===== src/design/rlcfs_pkg.sv =====
// Shared types, codes and helpers for the RGB LED color fade sequencer.
// No dependencies; every other file imports this package.
package rlcfs_pkg;

  localparam int unsigned DUTY_W   = 8;
  localparam int unsigned TIMER_W  = 16;
  localparam int unsigned SEL_W    = 4;
  localparam int unsigned PERIOD_W = 8;
  localparam int unsigned THRESH_W = 16;
  localparam int unsigned CFG_AW   = 1;
  localparam int unsigned CFG_DW   = 16;

  localparam logic [DUTY_W-1:0]   DUTY_FULL    = 8'd255;
  localparam logic [DUTY_W-1:0]   DUTY_FLOOR   = 8'd1;
  localparam logic [DUTY_W-1:0]   DUTY_ZERO    = 8'd0;
  localparam logic [PERIOD_W-1:0] PERIOD_RST   = 8'd255;
  localparam logic [THRESH_W-1:0] THRESH_RST   = 16'd16;

  // configuration register indexes
  localparam logic [CFG_AW-1:0] CFG_PWM_PERIOD    = 1'd0;
  localparam logic [CFG_AW-1:0] CFG_STEP_THRESHOLD = 1'd1;

  // request kinds
  localparam logic FUNC_COLOR = 1'b0;
  localparam logic FUNC_TICK  = 1'b1;

  typedef enum logic [SEL_W-1:0] {
    MODE_OFF    = 4'd0,
    MODE_RED    = 4'd1,
    MODE_GREEN  = 4'd2,
    MODE_BLUE   = 4'd3,
    MODE_YELLOW = 4'd4,
    MODE_PURPLE = 4'd5,
    MODE_CYAN   = 4'd6,
    MODE_WHITE  = 4'd7,
    MODE_BREATH = 4'd8
  } mode_t;

  typedef enum logic [3:0] {
    PH_R_UP  = 4'd0,
    PH_R_DN  = 4'd1,
    PH_G_UP  = 4'd2,
    PH_G_DN  = 4'd3,
    PH_B_UP  = 4'd4,
    PH_B_DN  = 4'd5,
    PH_RG_UP = 4'd6,
    PH_RG_DN = 4'd7,
    PH_RB_UP = 4'd8,
    PH_RB_DN = 4'd9,
    PH_GB_UP = 4'd10,
    PH_GB_DN = 4'd11
  } phase_t;

  typedef struct packed {
    logic [DUTY_W-1:0] red;
    logic [DUTY_W-1:0] green;
    logic [DUTY_W-1:0] blue;
  } rgb_t;

  typedef struct packed {
    mode_t              mode;
    phase_t             phase;
    rgb_t               duty;
    logic [TIMER_W-1:0] last_time;
  } fade_state_t;

  typedef struct packed {
    logic               func;
    logic [SEL_W-1:0]   color_sel;
    logic [TIMER_W-1:0] timer_now;
  } item_t;

  typedef struct packed {
    logic [PERIOD_W-1:0] pwm_period;
    logic [THRESH_W-1:0] step_threshold;
  } cfg_t;

  typedef struct packed {
    rgb_t                duty;
    logic [PERIOD_W-1:0] period;
    logic                updated;
  } result_t;

  // fixed color table: each channel fully on or off
  function automatic rgb_t color_duty(input logic [2:0] sel);
    rgb_t c;
    c.red   = (sel == 3'd1 || sel == 3'd4 || sel == 3'd5 || sel == 3'd7) ? DUTY_FULL : DUTY_ZERO;
    c.green = (sel == 3'd2 || sel == 3'd4 || sel == 3'd6 || sel == 3'd7) ? DUTY_FULL : DUTY_ZERO;
    c.blue  = (sel == 3'd3 || sel == 3'd5 || sel == 3'd6 || sel == 3'd7) ? DUTY_FULL : DUTY_ZERO;
    return c;
  endfunction

endpackage


===== src/design/rlcfs_if.sv =====
// Valid/ready channel interfaces for requests and results.
// Depends on rlcfs_pkg for field widths.
interface rlcfs_in_if import rlcfs_pkg::*; ();
  logic               valid;
  logic               ready;
  logic               func;
  logic [SEL_W-1:0]   color_sel;
  logic [TIMER_W-1:0] timer_now;

  modport source (output valid, func, color_sel, timer_now, input ready);
  modport sink   (input valid, func, color_sel, timer_now, output ready);
endinterface

interface rlcfs_out_if import rlcfs_pkg::*; ();
  logic                valid;
  logic                ready;
  logic [DUTY_W-1:0]   red_level;
  logic [DUTY_W-1:0]   green_level;
  logic [DUTY_W-1:0]   blue_level;
  logic [PERIOD_W-1:0] period_out;
  logic                updated;

  modport source (output valid, red_level, green_level, blue_level, period_out, updated,
                  input ready);
  modport sink   (input valid, red_level, green_level, blue_level, period_out, updated,
                  output ready);
endinterface


===== src/design/rlcfs_cfg.sv =====
// Configuration registers: PWM period and fade step threshold.
// Depends on rlcfs_pkg.
module rlcfs_cfg import rlcfs_pkg::*; (
  input  logic              clk,
  input  logic              rst_n,
  input  logic              cfg_we,
  input  logic [CFG_AW-1:0] cfg_addr,
  input  logic [CFG_DW-1:0] cfg_wdata,
  output cfg_t              cfg
);

  cfg_t cfg_r;

  always_ff @(posedge clk) begin
    if (!rst_n) begin
      cfg_r.pwm_period     <= PERIOD_RST;
      cfg_r.step_threshold <= THRESH_RST;
    end else if (cfg_we) begin
      case (cfg_addr)
        CFG_PWM_PERIOD:     cfg_r.pwm_period     <= cfg_wdata[PERIOD_W-1:0];
        CFG_STEP_THRESHOLD: cfg_r.step_threshold <= cfg_wdata[THRESH_W-1:0];
        default: ;
      endcase
    end
  end

  assign cfg = cfg_r;

endmodule


===== src/design/rlcfs_step.sv =====
// Next-state logic for one request: color load, breathing entry, fade step.
// Depends on rlcfs_pkg.
module rlcfs_step import rlcfs_pkg::*; (
  input  fade_state_t         cur,
  input  item_t               item,
  input  logic [THRESH_W-1:0] threshold,
  output fade_state_t         nxt,
  output logic                updated
);

  logic [TIMER_W-1:0] diff;
  rgb_t               d;
  rgb_t               dn;
  phase_t             ph_n;

  assign diff = cur.last_time - item.timer_now;
  assign d    = cur.duty;

  // one step of the twelve-phase fade
  always_comb begin
    dn   = d;
    ph_n = cur.phase;
    case (cur.phase)
      PH_R_UP: begin
        if (d.red < DUTY_FULL) dn.red = d.red + 8'd1;
        else ph_n = PH_R_DN;
      end
      PH_R_DN: begin
        if (d.red > DUTY_FLOOR) dn.red = d.red - 8'd1;
        else begin
          dn.green = DUTY_FLOOR;
          ph_n     = PH_G_UP;
        end
      end
      PH_G_UP: begin
        if (d.green < DUTY_FULL) dn.green = d.green + 8'd1;
        else ph_n = PH_G_DN;
      end
      PH_G_DN: begin
        if (d.green > DUTY_FLOOR) dn.green = d.green - 8'd1;
        else begin
          dn.blue = DUTY_FLOOR;
          ph_n    = PH_B_UP;
        end
      end
      PH_B_UP: begin
        if (d.blue < DUTY_FULL) dn.blue = d.blue + 8'd1;
        else ph_n = PH_B_DN;
      end
      PH_B_DN: begin
        if (d.blue > DUTY_FLOOR) dn.blue = d.blue - 8'd1;
        else begin
          dn.red   = DUTY_FLOOR;
          dn.green = DUTY_FLOOR;
          ph_n     = PH_RG_UP;
        end
      end
      PH_RG_UP: begin
        if (d.red < DUTY_FULL && d.green < DUTY_FULL) begin
          dn.red   = d.red + 8'd1;
          dn.green = d.green + 8'd1;
        end else ph_n = PH_RG_DN;
      end
      PH_RG_DN: begin
        if (d.red > DUTY_FLOOR && d.green > DUTY_FLOOR) begin
          dn.red   = d.red - 8'd1;
          dn.green = d.green - 8'd1;
        end else begin
          dn.red  = DUTY_FLOOR;
          dn.blue = DUTY_FLOOR;
          ph_n    = PH_RB_UP;
        end
      end
      PH_RB_UP: begin
        if (d.red < DUTY_FULL && d.blue < DUTY_FULL) begin
          dn.red  = d.red + 8'd1;
          dn.blue = d.blue + 8'd1;
        end else ph_n = PH_RB_DN;
      end
      PH_RB_DN: begin
        if (d.red > DUTY_FLOOR && d.blue > DUTY_FLOOR) begin
          dn.red  = d.red - 8'd1;
          dn.blue = d.blue - 8'd1;
        end else begin
          dn.green = DUTY_FLOOR;
          dn.blue  = DUTY_FLOOR;
          ph_n     = PH_GB_UP;
        end
      end
      PH_GB_UP: begin
        if (d.green < DUTY_FULL && d.blue < DUTY_FULL) begin
          dn.green = d.green + 8'd1;
          dn.blue  = d.blue + 8'd1;
        end else ph_n = PH_GB_DN;
      end
      PH_GB_DN: begin
        if (d.green > DUTY_FLOOR && d.blue > DUTY_FLOOR) begin
          dn.green = d.green - 8'd1;
          dn.blue  = d.blue - 8'd1;
        end else begin
          dn.red = DUTY_FLOOR;
          ph_n   = PH_R_UP;
        end
      end
      default: ;
    endcase
  end

  always_comb begin
    nxt     = cur;
    updated = 1'b0;
    if (item.func == FUNC_COLOR) begin
      if (!item.color_sel[SEL_W-1]) begin
        nxt.mode = mode_t'(item.color_sel);
        nxt.duty = color_duty(item.color_sel[2:0]);
        updated  = 1'b1;
      end else if (item.color_sel == MODE_BREATH) begin
        nxt.mode      = MODE_BREATH;
        nxt.phase     = PH_R_UP;
        nxt.duty      = '0;
        nxt.last_time = item.timer_now;
      end
      // codes above breathing are dropped
    end else if (cur.mode == MODE_BREATH && diff > threshold) begin
      nxt.last_time = item.timer_now;
      nxt.duty      = dn;
      nxt.phase     = ph_n;
      updated       = 1'b1;
    end
  end

endmodule


===== src/design/rgb_led_color_fade_sequencer_unit.sv =====
// RGB LED color fade sequencer, top level: request register, state, result register.
// Depends on rlcfs_pkg, rlcfs_if, rlcfs_cfg and rlcfs_step.
//
// Usage:
//   in_ch  : requests. func = 0 selects a color (0..7 fixed, 8 breathing,
//            9..15 ignored); func = 1 is a timer tick carrying timer_now.
//   out_ch : one result per request: the three duties after the request,
//            the PWM period and the reload flag.
//   cfg_*  : write-only registers, index 0 pwm_period, 1 step_threshold;
//            write only while no request is in flight.
// A request accepted on in_ch passes through the request register, then the
// result register, before its result shows on out_ch.
// Throughput: one request per cycle while out_ch takes results; the state update
// is a single pass of compare and increment logic between the two registers.
// A stalled receiver holds the result register; one further request waits
// in the request register, then in_ch.ready drops until out_ch drains.
// Reset (synchronous, rst_n low): mode off, phase 0, duties 0, step time 0,
// pwm_period 255, step_threshold 16, both channels empty.
module rgb_led_color_fade_sequencer_unit import rlcfs_pkg::*; (
  input  logic              clk,
  input  logic              rst_n,
  rlcfs_in_if.sink          in_ch,
  rlcfs_out_if.source       out_ch,
  input  logic              cfg_we,
  input  logic [CFG_AW-1:0] cfg_addr,
  input  logic [CFG_DW-1:0] cfg_wdata
);

  cfg_t        cfg;
  logic        s1_valid_r;
  item_t       s1_item_r;
  logic        out_valid_r;
  result_t     out_res_r;
  fade_state_t state_r;
  fade_state_t state_nxt;
  logic        step_upd;
  logic        out_free;
  logic        adv;
  logic        in_acc;

  rlcfs_cfg u_cfg (
    .clk       (clk),
    .rst_n     (rst_n),
    .cfg_we    (cfg_we),
    .cfg_addr  (cfg_addr),
    .cfg_wdata (cfg_wdata),
    .cfg       (cfg)
  );

  rlcfs_step u_step (
    .cur       (state_r),
    .item      (s1_item_r),
    .threshold (cfg.step_threshold),
    .nxt       (state_nxt),
    .updated   (step_upd)
  );

  assign out_free    = !out_valid_r || out_ch.ready;
  assign adv         = s1_valid_r && out_free;
  assign in_ch.ready = !s1_valid_r || out_free;
  assign in_acc      = in_ch.valid && in_ch.ready;

  // request register
  always_ff @(posedge clk) begin
    if (!rst_n) begin
      s1_valid_r <= 1'b0;
    end else if (in_acc) begin
      s1_valid_r <= 1'b1;
    end else if (adv) begin
      s1_valid_r <= 1'b0;
    end
  end

  always_ff @(posedge clk) begin
    if (in_acc) begin
      s1_item_r.func      <= in_ch.func;
      s1_item_r.color_sel <= in_ch.color_sel;
      s1_item_r.timer_now <= in_ch.timer_now;
    end
  end

  // sequencer state, updated as each request moves to the result register
  always_ff @(posedge clk) begin
    if (!rst_n) begin
      state_r.mode      <= MODE_OFF;
      state_r.phase     <= PH_R_UP;
      state_r.duty      <= '0;
      state_r.last_time <= '0;
    end else if (adv) begin
      state_r <= state_nxt;
    end
  end

  // result register
  always_ff @(posedge clk) begin
    if (!rst_n) begin
      out_valid_r <= 1'b0;
    end else if (adv) begin
      out_valid_r <= 1'b1;
    end else if (out_ch.ready) begin
      out_valid_r <= 1'b0;
    end
  end

  always_ff @(posedge clk) begin
    if (adv) begin
      out_res_r.duty    <= state_nxt.duty;
      out_res_r.period  <= cfg.pwm_period;
      out_res_r.updated <= step_upd;
    end
  end

  assign out_ch.valid       = out_valid_r;
  assign out_ch.red_level   = out_res_r.duty.red;
  assign out_ch.green_level = out_res_r.duty.green;
  assign out_ch.blue_level  = out_res_r.duty.blue;
  assign out_ch.period_out  = out_res_r.period;
  assign out_ch.updated     = out_res_r.updated;

  // a tick outside breathing mode never asks for a reload
  a_tick_idle_no_upd: assert property (@(posedge clk) disable iff (!rst_n)
    (adv && s1_item_r.func == FUNC_TICK && state_r.mode != MODE_BREATH)
      |=> (out_valid_r && !out_res_r.updated))
    else $error("tick outside breathing mode reported a reload");

  // a fixed color always asks for a reload
  a_color_upd: assert property (@(posedge clk) disable iff (!rst_n)
    (adv && s1_item_r.func == FUNC_COLOR && !s1_item_r.color_sel[SEL_W-1])
      |=> (out_valid_r && out_res_r.updated))
    else $error("fixed color request did not report a reload");

  // the fade phase moves only in breathing mode
  a_phase_hold: assert property (@(posedge clk) disable iff (!rst_n)
    (state_r.mode != MODE_BREATH)
      |=> (state_r.phase == $past(state_r.phase) || state_r.mode == MODE_BREATH))
    else $error("fade phase changed outside breathing mode");

endmodule


===== src/flat_wrapper.sv =====
// flat-port wrapper written by rule: the top's interface ports become plain ports
module rgb_led_color_fade_sequencer_unit_flat import rlcfs_pkg::*;
  (clk, rst_n, cfg_we, cfg_addr, cfg_wdata, in_ch_valid, in_ch_func, in_ch_color_sel, in_ch_timer_now, in_ch_ready, out_ch_valid, out_ch_red_level, out_ch_green_level, out_ch_blue_level, out_ch_period_out, out_ch_updated, out_ch_ready);
  rlcfs_in_if in_ch_i ();
  rlcfs_out_if out_ch_i ();
  input  logic clk;
  input  logic rst_n;
  input  logic cfg_we;
  input  logic [CFG_AW-1:0] cfg_addr;
  input  logic [CFG_DW-1:0] cfg_wdata;
  input wire logic [$bits(in_ch_i.valid)-1:0] in_ch_valid;
  input wire logic [$bits(in_ch_i.func)-1:0] in_ch_func;
  input wire logic [$bits(in_ch_i.color_sel)-1:0] in_ch_color_sel;
  input wire logic [$bits(in_ch_i.timer_now)-1:0] in_ch_timer_now;
  output wire logic [$bits(in_ch_i.ready)-1:0] in_ch_ready;
  output wire logic [$bits(out_ch_i.valid)-1:0] out_ch_valid;
  output wire logic [$bits(out_ch_i.red_level)-1:0] out_ch_red_level;
  output wire logic [$bits(out_ch_i.green_level)-1:0] out_ch_green_level;
  output wire logic [$bits(out_ch_i.blue_level)-1:0] out_ch_blue_level;
  output wire logic [$bits(out_ch_i.period_out)-1:0] out_ch_period_out;
  output wire logic [$bits(out_ch_i.updated)-1:0] out_ch_updated;
  input wire logic [$bits(out_ch_i.ready)-1:0] out_ch_ready;
  assign in_ch_i.valid = in_ch_valid;
  assign in_ch_i.func = in_ch_func;
  assign in_ch_i.color_sel = in_ch_color_sel;
  assign in_ch_i.timer_now = in_ch_timer_now;
  assign in_ch_ready = in_ch_i.ready;
  assign out_ch_valid = out_ch_i.valid;
  assign out_ch_red_level = out_ch_i.red_level;
  assign out_ch_green_level = out_ch_i.green_level;
  assign out_ch_blue_level = out_ch_i.blue_level;
  assign out_ch_period_out = out_ch_i.period_out;
  assign out_ch_updated = out_ch_i.updated;
  assign out_ch_i.ready = out_ch_ready;
  rgb_led_color_fade_sequencer_unit u_core (.clk(clk), .rst_n(rst_n), .in_ch(in_ch_i), .out_ch(out_ch_i), .cfg_we(cfg_we), .cfg_addr(cfg_addr), .cfg_wdata(cfg_wdata));
endmodule

===== config.mk =====
export PLATFORM = sky130hd
export DESIGN_NAME = rgb_led_color_fade_sequencer_unit_flat
export DESIGN_NICKNAME = d
export VERILOG_FILES = /design/src/design/rlcfs_pkg.sv /design/src/design/rlcfs_if.sv /design/src/design/rlcfs_cfg.sv /design/src/design/rlcfs_step.sv /design/src/design/rgb_led_color_fade_sequencer_unit.sv /design/src/flat_wrapper.sv
export SDC_FILE = /design/constraint.sdc
export NUM_CORES = 1
export LEC_CHECK = 0
export ABC_AREA = 1
export BUFFER_PORTS_ARGS = -buffer_cell sky130_fd_sc_hd__buf_4
export CORE_MARGIN = 3
export CORE_UTILIZATION = 56
export CTS_CLUSTER_SIZE = 14
export DETAILED_ROUTE_END_ITERATION = 16
export PLACE_DENSITY = 0.78
export SLEW_MARGIN = 25
export SYNTH_ARGS = -nofsm -noshare
export SYNTH_HDL_FRONTEND = slang
export SYNTH_SLANG_ARGS = --single-unit

===== constraint.sdc =====
create_clock -name clk -period 4 [get_ports clk]
set_clock_uncertainty 0.15 [all_clocks]
set_input_delay 0.6 -clock clk [delete_from_list [all_inputs] [get_ports clk]]
set_output_delay 0.6 -clock clk [all_outputs]
set_load 0.05 [all_outputs]

Yosys cells after proc, flatten, opt, wreduce, memory -nomap -nowiden --
Index checks and enable logic that the tools add are counted. W data, S select, Z words.
Word-level totals: register bits after elaboration 128, bits in latches 0, memory bits (writable) 0, ROM bits 0, bits of input ports 43, output and inout port bits 35, memories kept 0
Cells by class: add/sub/neg operators 7, $mul 0, divide/modulo/power cells 0, $lt $le $gt $ge 7, eq/ne operators 35, shift operators 0, muxes and demuxes 54, bitwise operators 2, reductions and logical operators 32
Operators by type and width (count):
- $mux W8 | 20
- $pmux W8 S8 | 2
- $mux W44 | 2
- $mux W16 | 5
- $pmux W8 S9 | 1
- $mux W4 | 14
- $mux W48 | 1
- $pmux W4 S12 | 1
- $ne A3 B3 Y1 const B | 12
- $add A8 B1 Y8 const B | 3
- $eq A4 B4 Y1 const B | 6
- $gt A8 B1 Y1 const B | 3
- $lt A8 B8 Y1 const B | 3
- $mux W24 | 1
- $sub A8 B1 Y8 const B | 3
- $reduce_and A17 Y1 | 1
- $eq A4 B3 Y1 const B | 4
- $gt A16 B16 Y1 | 1
- $sub A16 B16 Y16 | 1
- $ne A13 B13 Y1 const B | 1
- $eq A3 B3 Y1 const B | 4
- $logic_or A1 B1 Y1 | 11
- $logic_and A1 B1 Y1 | 9
- $eq A4 B2 Y1 const B | 2
- 12 further kinds | 26

Longest topological paths before layout --
Gate-level depths: netlist (run 1).
depth in word-level cells 7, depth in mapped cells 26

By module --
From an unflattened synthesis (run 1), not the netlist that was laid out.
Unflattened totals: cells, all modules 1490, area total of the unflattened synthesis 9984.6 um2
By module, submodules not included:
- rlcfs_step | instances 1, cells each 974, area an instance 5144.9 um2
- rgb_led_color_fade_sequencer_unit | instances 1, cells each 381, area an instance 3895.0 um2
- rlcfs_cfg | instances 1, cells each 135, area an instance 944.7 um2

Worst setup path before layout (run 1) --
OpenSTA, ideal clock, no wires.
kind register to register, start register u_core.s1_item_r[0] (netlist bit), end register u_core.out_res_r (netlist bit u_core.out_ch.red_level[6]), data pin, arrival time 3.446 ns, required time 3.599 ns, path slack 0.154 ns, stages on the path, launching flop included 24, buffers on the path 0, cell sequence edfxtp_1 > ha_1 > fa_1 > inv_1 > a31oi_1 > o21ai_0 > nand2_1 > nand2_1 > a21oi_1 > o21ai_0 > xor2_1 > ha_1 > nand2_1 > nor2_1 > nand4_1 > nor2_1 > nor2_1 > nand2_4 > nor2_1 > nand3_1 > nand2_1 > nand3_1 > nand2_1 > inv_1
RTL lines:
- start, declared | RTL line rgb_led_color_fade_sequencer_unit.sv:31 | item_t s1_item_r;
- end, declared | RTL line rgb_led_color_fade_sequencer_unit.sv:33 | result_t out_res_r;

Worst setup path in the final report (run 1) --
start register u_core.s1_item_r[4] (netlist bit), end register u_core.state_r[5] (netlist bit)
On the way: word-level cells in the longest chain between the ends 5
RTL lines:
- $sub A16 B16 Y16 | RTL line rlcfs_step.sv:16 | assign diff = cur.last_time - item.timer_now;
- $gt A16 B16 Y1 | RTL line rlcfs_step.sv:124 | end else if (cur.mode == MODE_BREATH && diff > threshold) begin
- $logic_and A1 B1 Y1 | RTL line rlcfs_step.sv:124
- $ne A2 B2 Y1 (no source line)
- $reduce_and A4 Y1 (no source line)
- end signal, assigned | RTL line rgb_led_color_fade_sequencer_unit.sv:90 | state_r <= state_nxt;
- end, declared | RTL line rgb_led_color_fade_sequencer_unit.sv:34 | fade_state_t state_r;
Every way passes these cells. A chain may end at the register's enable or synchronous reset.

==> summary.txt, run 1 <==
Layout
  • Fraction of layout cells with a size suffix above 1: 0.195
  • Nets@finish: 1,669
  • Util after Layout: 0.674
  • ANT cells: 0
  • Area delta synth->final: 16.7%

Outcome
  • Outcome: finished, violations left
  • Failing checks: negative setup slack

Clocking
  • Clock net sink count: 128
  • Max H-tree Level: 4
  • CTS tree: yes
  • Root buffer cell: clkbuf_16
  • Num CTS Buffers: 17
  • Worst-path clk slew: 0.07 ns
  • Clock Path Buffers: 2
  • Worst-Skew Late Latency: 0.43 ns

Global routing
  • Number of global-route vias before repair: 9,486
  • Grt ovf: 0
  • Antenna violations before repair: 0
  • Global-route usage over all layers: 0.300
  • Largest net degree at the start of global routing: 48
  • Global-route wire length before repair: 48.3 mm

Floorplanning
  • Core box area: 17,500 um2
  • # IOs: 78
  • Die W: 140 um
  • Rows: 48
  • Die footprint: 19,700 um2
  • Initial core utilization: 0.578
  • Die height: 140 um

Timing
  • Fmax: 0.249 GHz
  • Period utilization: 1.00
  • Least-Margin Pin Slew: 0.856 ns
  • WHS: 0.193 ns
  • Min cycle time layout: 4.01 ns
  • Max-slew violations: 0
  • Relative slew slack: 0.429
  • RSZ-0062 raised after global routing: yes
  • Final-report hold violation count: 0
  • Setup-failing EPs final: 2
  • Final setup margin: -0.00862 ns

Critical path
  • CP arrival: 4.20 ns
  • Kind of critical path: reg -> reg
  • Crit path required time: 4.19 ns
  • Worst stage delay on the critical path: 0.36 ns
  • Crit end category: flop
  • Most frequent CP cell: nand2_4
  • Critical path's top delay family: compound AO/OA/AOI/OAI gates
  • Crit Path Max Fanout: 11
  • Critical path buffer and inverter count: 6
  • Crit path cell chain: inv_1 -> ha_1 -> a21oi_2 -> o21ai_0 -> nor2_1 -> o21ai_1 -> a21boi_1 -> o21ai_0 -> xor2_1 -> ha_1 -> nand2_1 -> inv_1 -> nand4_1 -> inv_2 -> nand2_2 -> nand2_4 -> nand2_4 -> inv_4 -> nand2_4 -> o21ai_4 -> buf_12 -> buf_12 -> nor2_1 -> a211oi_2
  • CP max stage cell: edfxtp_1
  • Crit start category: flop

Synthesis
  • Synth async-reset ratio: 0
  • Ys Warns: 0
  • Post-synthesis cell count: 1,505
  • Unique masters post-synth: 50
  • Synth Register Bits: 128
  • Mapped Avg Cell Area: 6.71 um2
  • Mapped cell area: 10,100 um2
  • Yosys top cell by area: edfxtp_1
  • Synth top cells by count: nand2_1 (427), nand3_1 (161), nor2_1 (137)
  • Syn nets: 1,592
  • Synth top area cells: edfxtp_1 (16%), nand2_1 (16%), dfxtp_1 (15%)
  • Top-area cell type share of the netlist area: 0.161
  • Most frequent cell after synthesis: nand2_1
  • Post-synth top flop: dfxtp_1
  • Post-synth EDFFs: 54
  • Sequential share of the synthesized area: 0.307

Power
  • Worst vdd ir: 0.000307 V
  • Power share of the sequential group: 0.378
  • Sw Share: 0.348
  • P_int: 2.62 mW
  • PD cells: 341 nW/um2
  • Power share of the clock group: 0.399
  • Switching power: 1.40 mW
  • Leak: 5.69 nW
  • Comb pwr share: 0.223

Route
  • Mean routed wirelength per cell: 16.8 um
  • Post-Route WL: 30.6 mm
  • # DRC: 0
  • Number of vias in the routed layout: 10,400
  • DR vias/cell: 5.72
  • First DRT Iteration DRCs: 1,221
  • DR pass1 iterations: 6
  • ANT nets after route: 0

Place
  • Detailed placement HPWL: 20.9 mm
  • PortBufs: 77
  • Gp weighted congestion: 0.964

Flow run
  • Max-Cap Viols: 0

Worst hold path
  • Hold crit path type: in -> reg
## power by group through the flow
| stage | combinational [mW] | sequential [mW] | clock [mW] |
|---|---|---|---|
| after floorplan | 0.592 | 1.56 | 0 |
| after global placement | 0.834 | 1.54 | 0 |
| after detailed placement | 0.848 | 1.54 | 0 |
| after CTS | 0.854 | 1.51 | 1.63 |
| after global routing | 0.991 | 1.52 | 1.69 |
| final | 0.897 | 1.52 | 1.60 |
## cells by family (layout without fill, tap and decap cells)
group / Yosys count / after routing / synth area share
compound gates: 252 / 252 / 0.146
buf+inv: 244 / 334 / 0.107
simple gates: 804 / 804 / 0.356
flops: 128 / 128 / 0.307
xor+xnor: 33 / 33 / 0.0286
fa+ha+maj: 44 / 44 / 0.0553
## state kept, by name, indices dropped and copies added, names as in the netlist
signal and count:
u_core.out_ch.blue_level 8, u_core.out_ch.green_level 8, u_core.out_ch.period_out 8, u_core.out_ch.red_level 8, u_core.out_ch.updated 1, u_core.out_ch.valid 1
u_core.s1_item_r 21, u_core.s1_valid_r 1, u_core.state_r 48, u_core.u_cfg.cfg 24
## layout by cell type, fill, tap and decap left out, types with 17 or more instances in the layout
master     synthesis  final
o21ai_1           12     17
inv_2             34     42
inv_1            133    126
dfxtp_1           74     74
clkbuf_16          0     18
buf_4             12    117
edfxtp_1          54     54
ha_1              43     36
nand3_1          161    160
nor2_1           137    129
a21oi_1           90     79
xor2_1            22     22
o21ai_0          102     94
nand2_1          427    423
nand4_1           18     18
## through the flow
step                area, um2  total power [mW]  cells  TNS, ns  setup slack (ns)
floorplan               10100              2.15   1505        0             0.154
global placement        10900              2.37   1780        0            0.0241
detailed placement      10900              2.39   1780    -1.06            -0.103
CTS                     11500              4.00   1813        0            0.0232
global route            11800              4.21   1820    -3.82            -0.147
finish                  11800              4.02   1820  -0.0113          -0.00862
## metal layers
layer | part of all wire | up-vias | track usage
met5 | 0 | - | 0
li1 | - | 5102 | -
met4 | 0.029 | 0 | 0.108
met3 | 0.097 | 86 | 0.0635
met1 | 0.43 | 4659 | 0.424
met2 | 0.44 | 555 | 0.454
## cell type report
cell class / instances / area, um2
inverter: 179 / 692
clock buffer: 17 / 425
multi-input combinational: 1133 / 6110
timing repair buffer: 123 / 977
fill: 1518 / 5700
sequential: 128 / 3100
clock inverter: 15 / 190
tap: 225 / 282
## path summary, 6_finish.rpt
check | slack (ns) | depth (start not counted) | start | endpoint
worst max-delay path | -0.009 | 24 | u_core.s1_item_r[4]$_DFFE_PP_ | u_core.state_r[5]$_SDFFE_PN0P_
worst min-delay path | 0.19 | 1 | in_ch_timer_now[3] | u_core.s1_item_r[3]$_DFFE_PP_
worst max register to register | -0.009 | 24 | u_core.s1_item_r[4]$_DFFE_PP_ | u_core.state_r[5]$_SDFFE_PN0P_
worst min register to register | 0.28 | 0 | u_core.u_cfg.cfg[23]$_SDFFE_PN1P_ | u_core.out_ch.period_out[7]$_DFFE_PP_
## timing repair
| action | CTS | global route |
|---|---|---|
| gates resized for setup | 5 | 59 |
| hold buffers | 0 | 0 |
| buffers inserted | 1 | 5 |
| endpoints found under the setup margin | 35 | 68 |
| cloned | 0 | 2 |
| endpoints found under the hold margin | 0 | 0 |
| pin swaps | 1 | 21 |
(Power assumes the default switching activity.)
==> inputs of run 2 (changes only) <==
--- a/config.mk
+++ b/config.mk
@@ -8,10 +8,10 @@
 export ABC_AREA = 1
 export BUFFER_PORTS_ARGS = -buffer_cell sky130_fd_sc_hd__buf_4
 export CORE_MARGIN = 3
-export CORE_UTILIZATION = 56
+export CORE_UTILIZATION = 55
 export CTS_CLUSTER_SIZE = 14
 export DETAILED_ROUTE_END_ITERATION = 16
-export PLACE_DENSITY = 0.78
+export PLACE_DENSITY = 0.77
 export SLEW_MARGIN = 25
 export SYNTH_ARGS = -nofsm -noshare
 export SYNTH_HDL_FRONTEND = slang
==> summary.txt, run 2 (synthesis gave the netlist of run 1 again) <==
Global routing
  • Global-route wire length before repair: 47.1 mm (was 48.3 mm)
  • Number of global-route vias before repair: 9,379 (was 9,486)
  • Global-route usage over all layers: 0.289 (was 0.300)
  • Largest net degree at the start of global routing: 48 (unchanged)
  • Antenna violations before repair: 0 (unchanged)
  • Grt ovf: 0 (unchanged)

Route
  • DR pass1 iterations: 6 (unchanged)
  • Number of vias in the routed layout: 10,600 (was 10,400)
  • ANT nets after route: 0 (unchanged)
  • DR vias/cell: 5.83 (was 5.72)
  • Mean routed wirelength per cell: 16.9 um (was 16.8 um)
  • # DRC: 0 (unchanged)
  • First DRT Iteration DRCs: 1,388 (was 1,221)
  • Post-Route WL: 30.6 mm (about the same)

Clocking
  • Worst-Skew Late Latency: 0.43 ns (about the same)
  • Num CTS Buffers: 17 (unchanged)
  • Worst-path clk slew: 0.06 ns (was 0.07 ns)
  • Clock net sink count: 128 (unchanged)
  • Root buffer cell: clkbuf_16 (unchanged)
  • Clock Path Buffers: 2 (unchanged)
  • CTS tree: yes (unchanged)
  • Max H-tree Level: 4 (unchanged)

Place
  • Pre-CTS WS: -0.188 ns (was -0.103 ns)
  • Detailed placement HPWL: 20.5 mm (was 20.9 mm)
  • PortBufs: 77 (unchanged)
  • Gp weighted congestion: 0.973 (was 0.964)
  • Placed instance count: 1,774 (was 1,780)

Layout
  • Most flop-heavy register: u_core.state_r (unchanged)
  • Most common cell after layout, fill and taps aside: nand2_1 (unchanged)
  • Nets@finish: 1,666 (was 1,669)
  • Max reg flops: 48 (unchanged)
  • Area delta synth->final: 17.9% (was 16.7%)
  • ANT cells: 0 (unchanged)
  • Commonest non-fill, non-tap cells in the layout: nand2_1 (423), nand3_1 (159), nor2_1 (129) (was nand2_1 (423), nand3_1 (160), nor2_1 (129))
  • Fraction of layout cells with a size suffix above 1: 0.195 (about the same)
  • Final std cells w/o fill: 1,817 (was 1,820)

Critical path
  • Crit Path Max Fanout: 7 (was 11)
  • R2R setup slack: -0.03 ns (was -0.009 ns)
  • Crit end category: flop (unchanged)
  • R2R depth: 24 (unchanged)
  • Crit path required time: 4.18 ns (was 4.19 ns)
  • Reg2reg end: u_core.state_r[12]$_SDFFE_PN0P_ (was u_core.state_r[5]$_SDFFE_PN0P_)
  • Crit start category: flop (unchanged)
  • CP arrival: 4.21 ns (was 4.20 ns)
  • Reg2reg start: u_core.s1_item_r[8]$_DFFE_PP_ (was u_core.s1_item_r[4]$_DFFE_PP_)
  • Kind of critical path: reg -> reg (unchanged)

Power
  • Leak: 5.71 nW (was 5.69 nW)
  • Worst vdd ir: 0.000331 V (was 0.000307 V)
  • PD cells: 344 nW/um2 (was 341 nW/um2)

Timing
  • Min cycle time layout: 4.03 ns (was 4.01 ns)
  • Setup-failing EPs final: 8 (was 2)
  • Fmax: 0.248 GHz (was 0.249 GHz)
  • Relative slew slack: 0.402 (was 0.429)
  • Final-report hold violation count: 0 (unchanged)
  • RSZ-0062 raised after global routing: yes (unchanged)
  • Final setup margin: -0.0307 ns (was -0.00862 ns)
  • Least-Margin Pin Slew: 0.896 ns (was 0.856 ns)
  • Max-slew violations: 0 (unchanged)
  • Period utilization: 1.01 (was 1.00)

Floorplanning
  • Die height: 141 um (was 140 um)
  • # IOs: 78 (unchanged)
  • Core box area: 17,700 um2 (was 17,500 um2)
  • Initial core utilization: 0.572 (was 0.578)
  • Die W: 141 um (was 140 um)
  • Die footprint: 20,000 um2 (was 19,700 um2)
  • Rows: 48 (unchanged)

Worst hold path
  • Worst hold stages: 1 (unchanged)
  • Hold crit path type: in -> reg (unchanged)
  • Hold Crit Start: in_ch_timer_now[3] (unchanged)
  • Hold endpoint: u_core.s1_item_r[3]$_DFFE_PP_ (unchanged)

Flow run
  • Max-Cap Viols: 0 (unchanged)

Outcome
  • Failing checks: negative setup slack (unchanged)
  • Outcome: finished, violations left (unchanged)
## run 2: layout make-up
| type | count | area [um2] |
|---|---|---|
| sequential | 128 | 3100 |
| clock inverter | 14 | 204 |
| fill | 1467 | 5760 |
| multi-input combinational | 1133 | 6190 |
| tap | 225 | 282 |
| clock buffer | 18 | 429 |
| timing repair buffer | 120 | 992 |
| inverter | 179 | 699 |
## run 2: power by group
part	leakage, nW	switching [mW]	internal (mW)
sequential	1.12	0.0781	1.44
combinational	4.28	0.614	0.280
clock	0.310	0.630	1.06
total	5.71	1.32	2.77
## run 2: how the worst max path moves through the flow
stage / from / to / slack (ns) / depth (start not counted)
6_report: u_core.s1_item_r[8]$_DFFE_PP_ / u_core.state_r[12]$_SDFFE_PN0P_ / -0.03 / 24
5_1_grt: u_core.s1_item_r[7]$_DFFE_PP_ / u_core.state_r[42]$_SDFFE_PN0P_ / -0.18 / 27
4_1_cts: u_core.s1_item_r[0]$_DFFE_PP_ / u_core.state_r[12]$_SDFFE_PN0P_ / -0.009 / 22
3_5_place_dp: u_core.s1_item_r[0]$_DFFE_PP_ / u_core.state_r[1]$_SDFFE_PN0P_ / -0.19 / 24
3_3_place_gp: u_core.s1_item_r[0]$_DFFE_PP_ / u_core.out_ch.blue_level[2]$_DFFE_PP_ / 0.02 / 23
2_1_floorplan: u_core.s1_item_r[0]$_DFFE_PP_ / u_core.out_ch.red_level[6]$_DFFE_PP_ / 0.15 / 23
## run 2: repair_timing
item                       in CTS  in global routing
resized for setup               5                 79
hold buffers                    0                  0
pin swaps                       2                 19
buffers inserted                1                  7
setup endpoints to repair      54                 68
cloned                          1                  2
## run 2: critical path, cell delays in order (launching register included)
cell and delay, ns:
edfxtp_1 0.39, inv_2 0.10, ha_4 0.22, a21oi_2 0.16
o21ai_0 0.14, a21oi_1 0.23, o21ai_2 0.10, a21oi_1 0.15
nor2_1 0.06, nor2_1 0.14, xor2_1 0.22, ha_1 0.29
nand2_2 0.11, nor2_4 0.04, nand4_1 0.15, nor2_2 0.08
nor2_4 0.19, nand2_8 0.11, inv_8 0.08, nand2_4 0.06
o21ai_4 0.29, buf_12 0.17, buf_4 0.11, nor2_1 0.04
a211oi_2 0.16
## run 2: routing by layer
metal	GRT usage	vias to the layer above	share of wire
li1	-	5083	-
met1	0.402	4763	0.42
met2	0.446	624	0.44
met3	0.0630	118	0.11
met4	0.104	0	0.032
met5	0	-	0
## run 2: per-stage QoR
stage          area [um2]  TNS, ns  hold slack [ns]  power (mW)  utilization
2_1_floorplan       10100        0            0.259        2.15            -
3_3_place_gp        10800        0            0.265        2.37        0.613
5_1_grt             11900    -3.55            0.187        4.27        0.674
3_5_place_dp        10800    -4.92            0.268        2.38        0.613
4_1_cts             11500  -0.0875            0.184        4.07        0.652
6_report            11900  -0.0560            0.200        4.10        0.674
==> inputs of run 3 (changes only) <==
--- a/config.mk
+++ b/config.mk
@@ -7,12 +7,15 @@
 export LEC_CHECK = 0
 export ABC_AREA = 1
 export BUFFER_PORTS_ARGS = -buffer_cell sky130_fd_sc_hd__buf_4
+export CELL_PAD_IN_SITES_DETAIL_PLACEMENT = 0
+export CELL_PAD_IN_SITES_GLOBAL_PLACEMENT = 1
 export CORE_MARGIN = 3
-export CORE_UTILIZATION = 55
+export CORE_UTILIZATION = 40
 export CTS_CLUSTER_SIZE = 14
 export DETAILED_ROUTE_END_ITERATION = 16
-export PLACE_DENSITY = 0.77
+export PLACE_DENSITY_LB_ADDON = 0.1
 export SLEW_MARGIN = 25
 export SYNTH_ARGS = -nofsm -noshare
 export SYNTH_HDL_FRONTEND = slang
+export SYNTH_HIERARCHICAL = 1
 export SYNTH_SLANG_ARGS = --single-unit
==> constraint.sdc (replaced) <==
create_clock -name clk -period 4 [get_ports clk]
set_clock_uncertainty 0.15 [all_clocks]
set_input_delay 0.6 -clock clk [delete_from_list [all_inputs] [get_ports clk]]
set_output_delay 0.6 -clock clk [all_outputs]
set_load 0.1 [all_outputs]
==> summary.txt, run 3 <==
Outcome
  • Outcome: finished, violations left (unchanged)
  • Failing checks: negative setup slack (unchanged)

Place
  • Detailed placement HPWL: 21.1 mm (was 20.5 mm)
  • PortBufs: 77 (unchanged)
  • Pre-CTS WS: -0.282 ns (was -0.188 ns)
  • Gp weighted congestion: 0.928 (was 0.973)
  • Placed instance count: 1,879 (was 1,774)

Synthesis
  • Mapped Avg Cell Area: 6.70 um2 (was 6.71 um2)
  • Syn nets: 1,574 (was 1,592)
  • Most frequent cell after synthesis: nand2_1 (unchanged)
  • Synth top cells by count: nand2_1 (319), inv_1 (181), nor2_1 (178) (was nand2_1 (427), nand3_1 (161), nor2_1 (137))
  • Synth top area cells: edfxtp_1 (16%), dfxtp_1 (15%), nand2_1 (12%) (was edfxtp_1 (16%), nand2_1 (16%), dfxtp_1 (15%))
  • Synth Register Bits: 128 (unchanged)
  • Yosys top cell by area: edfxtp_1 (unchanged)
  • Top-area cell type share of the netlist area: 0.162 (was 0.161)
  • Ys Warns: 6 (was 0)
  • Synth async-reset ratio: 0 (unchanged)
  • Post-synthesis cell count: 1,490 (was 1,505)
  • Sequential share of the synthesized area: 0.311 (was 0.307)
  • Post-synth EDFFs: 54 (unchanged)
  • Unique masters post-synth: 47 (was 50)
  • Mapped cell area: 9980 um2 (was 10,100 um2)
  • Post-synth top flop: dfxtp_1 (unchanged)

Route
  • ANT nets after route: 0 (unchanged)
  • First DRT Iteration DRCs: 850 (was 1,388)
  • # DRC: 0 (unchanged)
  • Mean routed wirelength per cell: 15.8 um (was 16.9 um)
  • DR vias/cell: 5.12 (was 5.83)
  • Number of vias in the routed layout: 9,898 (was 10,600)
  • Post-Route WL: 30.5 mm (was 30.6 mm)
  • DR pass1 iterations: 5 (was 6)

Floorplanning
  • Die W: 164 um (was 141 um)
  • # IOs: 78 (unchanged)
  • Die footprint: 26,900 um2 (was 20,000 um2)
  • Core box area: 24,400 um2 (was 17,700 um2)
  • Rows: 57 (was 48)
  • Die height: 164 um (was 141 um)
  • Initial core utilization: 0.409 (was 0.572)

Layout
  • Final std cells w/o fill: 1,933 (was 1,817)
  • # fillers: 2,553 (was 1,467)
  • Most common cell after layout, fill and taps aside: nand2_1 (unchanged)
  • Nets@finish: 1,680 (was 1,666)
  • Area delta synth->final: 22.6% (was 17.9%)
  • Max reg flops: 48 (unchanged)
  • ANT cells: 0 (unchanged)
  • Most flop-heavy register: u_core/state_r (was u_core.state_r)
  • Fraction of layout cells with a size suffix above 1: 0.230 (was 0.195)
  • Commonest non-fill, non-tap cells in the layout: nand2_1 (304), inv_1 (173), nor2_1 (165) (was nand2_1 (423), nand3_1 (159), nor2_1 (129))

Timing
  • Min cycle time layout: 4.00 ns (was 4.03 ns)
  • Least-Margin Pin Slew: 0.889 ns (was 0.896 ns)
  • Period utilization: 1.00 (was 1.01)
  • Setup-failing EPs final: 1 (was 8)
  • RSZ-0062 raised after global routing: yes (unchanged)
  • Max-slew violations: 0 (unchanged)
  • Final-report hold violation count: 0 (unchanged)
  • Final setup margin: -0.00470 ns (was -0.0307 ns)
  • Fmax: 0.250 GHz (was 0.248 GHz)
  • Relative slew slack: 0.407 (was 0.402)

Critical path
  • Crit path cell chain: buf_6 -> fa_2 -> inv_2 -> a31oi_4 -> o21bai_2 -> nand2_1 -> a21oi_2 -> a21oi_2 -> xor2_1 -> ha_1 -> nand2_2 -> nor2_4 -> nand4_1 -> inv_1 -> nand2_1 -> nand2_2 -> buf_4 -> nand3_4 -> nor2_4 -> nor2_1 -> nor2_1 -> a21oi_2 -> buf_4 -> buf_4 (was inv_2 -> ha_4 -> a21oi_2 -> o21ai_0 -> a21oi_1 -> o21ai_2 -> a21oi_1 -> nor2_1 -> nor2_1 -> xor2_1 -> ha_1 -> nand2_2 -> nor2_4 -> nand4_1 -> nor2_2 -> nor2_4 -> nand2_8 -> inv_8 -> nand2_4 -> o21ai_4 -> buf_12 -> buf_4 -> nor2_1 -> a211oi_2)
  • CP arrival: 4.03 ns (was 4.21 ns)
  • R2R setup slack: -0.005 ns (was -0.03 ns)
  • Critical path's top delay family: simple AND/OR/NAND/NOR gates (was compound AO/OA/AOI/OAI gates)
  • Crit path required time: 4.03 ns (was 4.18 ns)
  • Kind of critical path: reg -> reg (unchanged)
  • Worst stage delay on the critical path: 0.45 ns (was 0.39 ns)
  • Critical path buffer and inverter count: 6 (was 4)
  • Crit start category: flop (unchanged)
  • Crit end category: flop (unchanged)
  • Crit Path Max Fanout: 4 (was 7)
  • CP max stage cell: edfxtp_1 (unchanged)

Clocking
  • Worst-Skew Late Latency: 0.42 ns (was 0.43 ns)
  • CTS tree: yes (unchanged)
  • Num CTS Buffers: 17 (unchanged)
  • Root buffer cell: clkbuf_16 (unchanged)
  • Clock net sink count: 128 (unchanged)
  • Max H-tree Level: 4 (unchanged)
  • Clock Path Buffers: 2 (unchanged)
  • Worst-path clk slew: 0.06 ns (about the same)

Power
  • PD cells: 377 nW/um2 (was 344 nW/um2)
  • Leak: 5.67 nW (was 5.71 nW)
  • PnR Total Power: 4.61 mW (was 4.10 mW)
  • Worst vdd ir: 0.000255 V (was 0.000331 V)

Global routing
  • Global-route usage over all layers: 0.228 (was 0.289)
  • Largest net degree at the start of global routing: 98 (was 48)
  • Antenna violations before repair: 0 (unchanged)
  • Global-route wire length before repair: 49.0 mm (was 47.1 mm)
  • Number of global-route vias before repair: 9,192 (was 9,379)
  • Grt ovf: 0 (unchanged)

Flow run
  • Max-Cap Viols: 0 (unchanged)

Worst hold path
  • Hold crit path type: in -> reg (unchanged)
==> run 3: cell count changes after synthesis, sizes merged, moves of 14 or more <==
| cell | change |
|---|---|
| inv | +31 |
| nand3 | -16 |
| a21oi | +32 |
| a211oi | -14 |
| nand2 | -104 |
| nor2 | +42 |
==> run 3: through the flow <==
step | instance area (um2) | setup TNS, ns | utilization | hold WS, ns
after detailed placement | 11000 | -10.19 | 0.451 | 0.264
final | 12200 | -0.00470 | 0.502 | 0.200
after floorplan | 9980 | 0 | - | 0.259
after global placement | 11000 | -4.33 | 0.451 | 0.265
after CTS | 11800 | -0.291 | 0.484 | 0.182
after global routing | 12200 | -3.91 | 0.502 | 0.181
==> run 3: final timing paths <==
| check | startpoint | endpoint | depth (start not counted) |
|---|---|---|---|
| min reg2reg | u_core/u_cfg/cfg[18]$_SDFFE_PN1P_ | u_core/out_ch.period_out[2]$_DFFE_PP_ | 0 |
| min | in_ch_timer_now[8] | u_core/s1_item_r[8]$_DFFE_PP_ | 1 |
| max reg2reg | u_core/s1_item_r[1]$_DFFE_PP_ | u_core/out_ch.blue_level[7]$_DFFE_PP_ | 24 |
| max | u_core/s1_item_r[1]$_DFFE_PP_ | u_core/out_ch.blue_level[7]$_DFFE_PP_ | 24 |
==> run 3: kinds of logic (layout without fill, tap and decap cells) <==
family,Yosys count,count (layout),share of synthesized area
xor+xnor,38,38,0.0333
simple gates,735,735,0.332
fa+ha+maj,41,41,0.0521
compound gates,272,272,0.149
flops,128,128,0.311
buf+inv,276,395,0.122
==> run 3: cell type report <==
| cell class | count | area, um2 | share of cell area |
|---|---|---|---|
| clock buffer | 19 | 454 | 0.0371 |
| clock inverter | 13 | 198 | 0.0162 |
| inverter | 208 | 801 | 0.0654 |
| multi-input combinational | 1086 | 6050 | 0.494 |
| sequential | 128 | 3110 | 0.254 |
| tap | 324 | 405 | 0.0331 |
| timing repair buffer | 155 | 1220 | 0.100 |
==> run 3: what timing repair did <==
item	4_1_cts	5_1_grt
resized for setup	33	89
hold buffers	0	0
buffers inserted	8	15
pin swaps	18	32
setup endpoints to repair	68	68
==> run 3: layer usage <==
layer	wire [um]	up-vias	global-route usage
li1	-	5059	-
met1	14600	4637	0.312
met2	14700	188	0.387
met3	1010	14	0.0303
met4	199	0	0.0438
met5	0	-	0
==> run 3: where the power goes <==
part           leakage [nW]  internal (mW)  switching, mW
Combinational          4.23          0.468          0.815
Sequential             1.12           1.46          0.106
Clock                 0.320           1.10          0.673
Total                  5.67           3.02           1.59
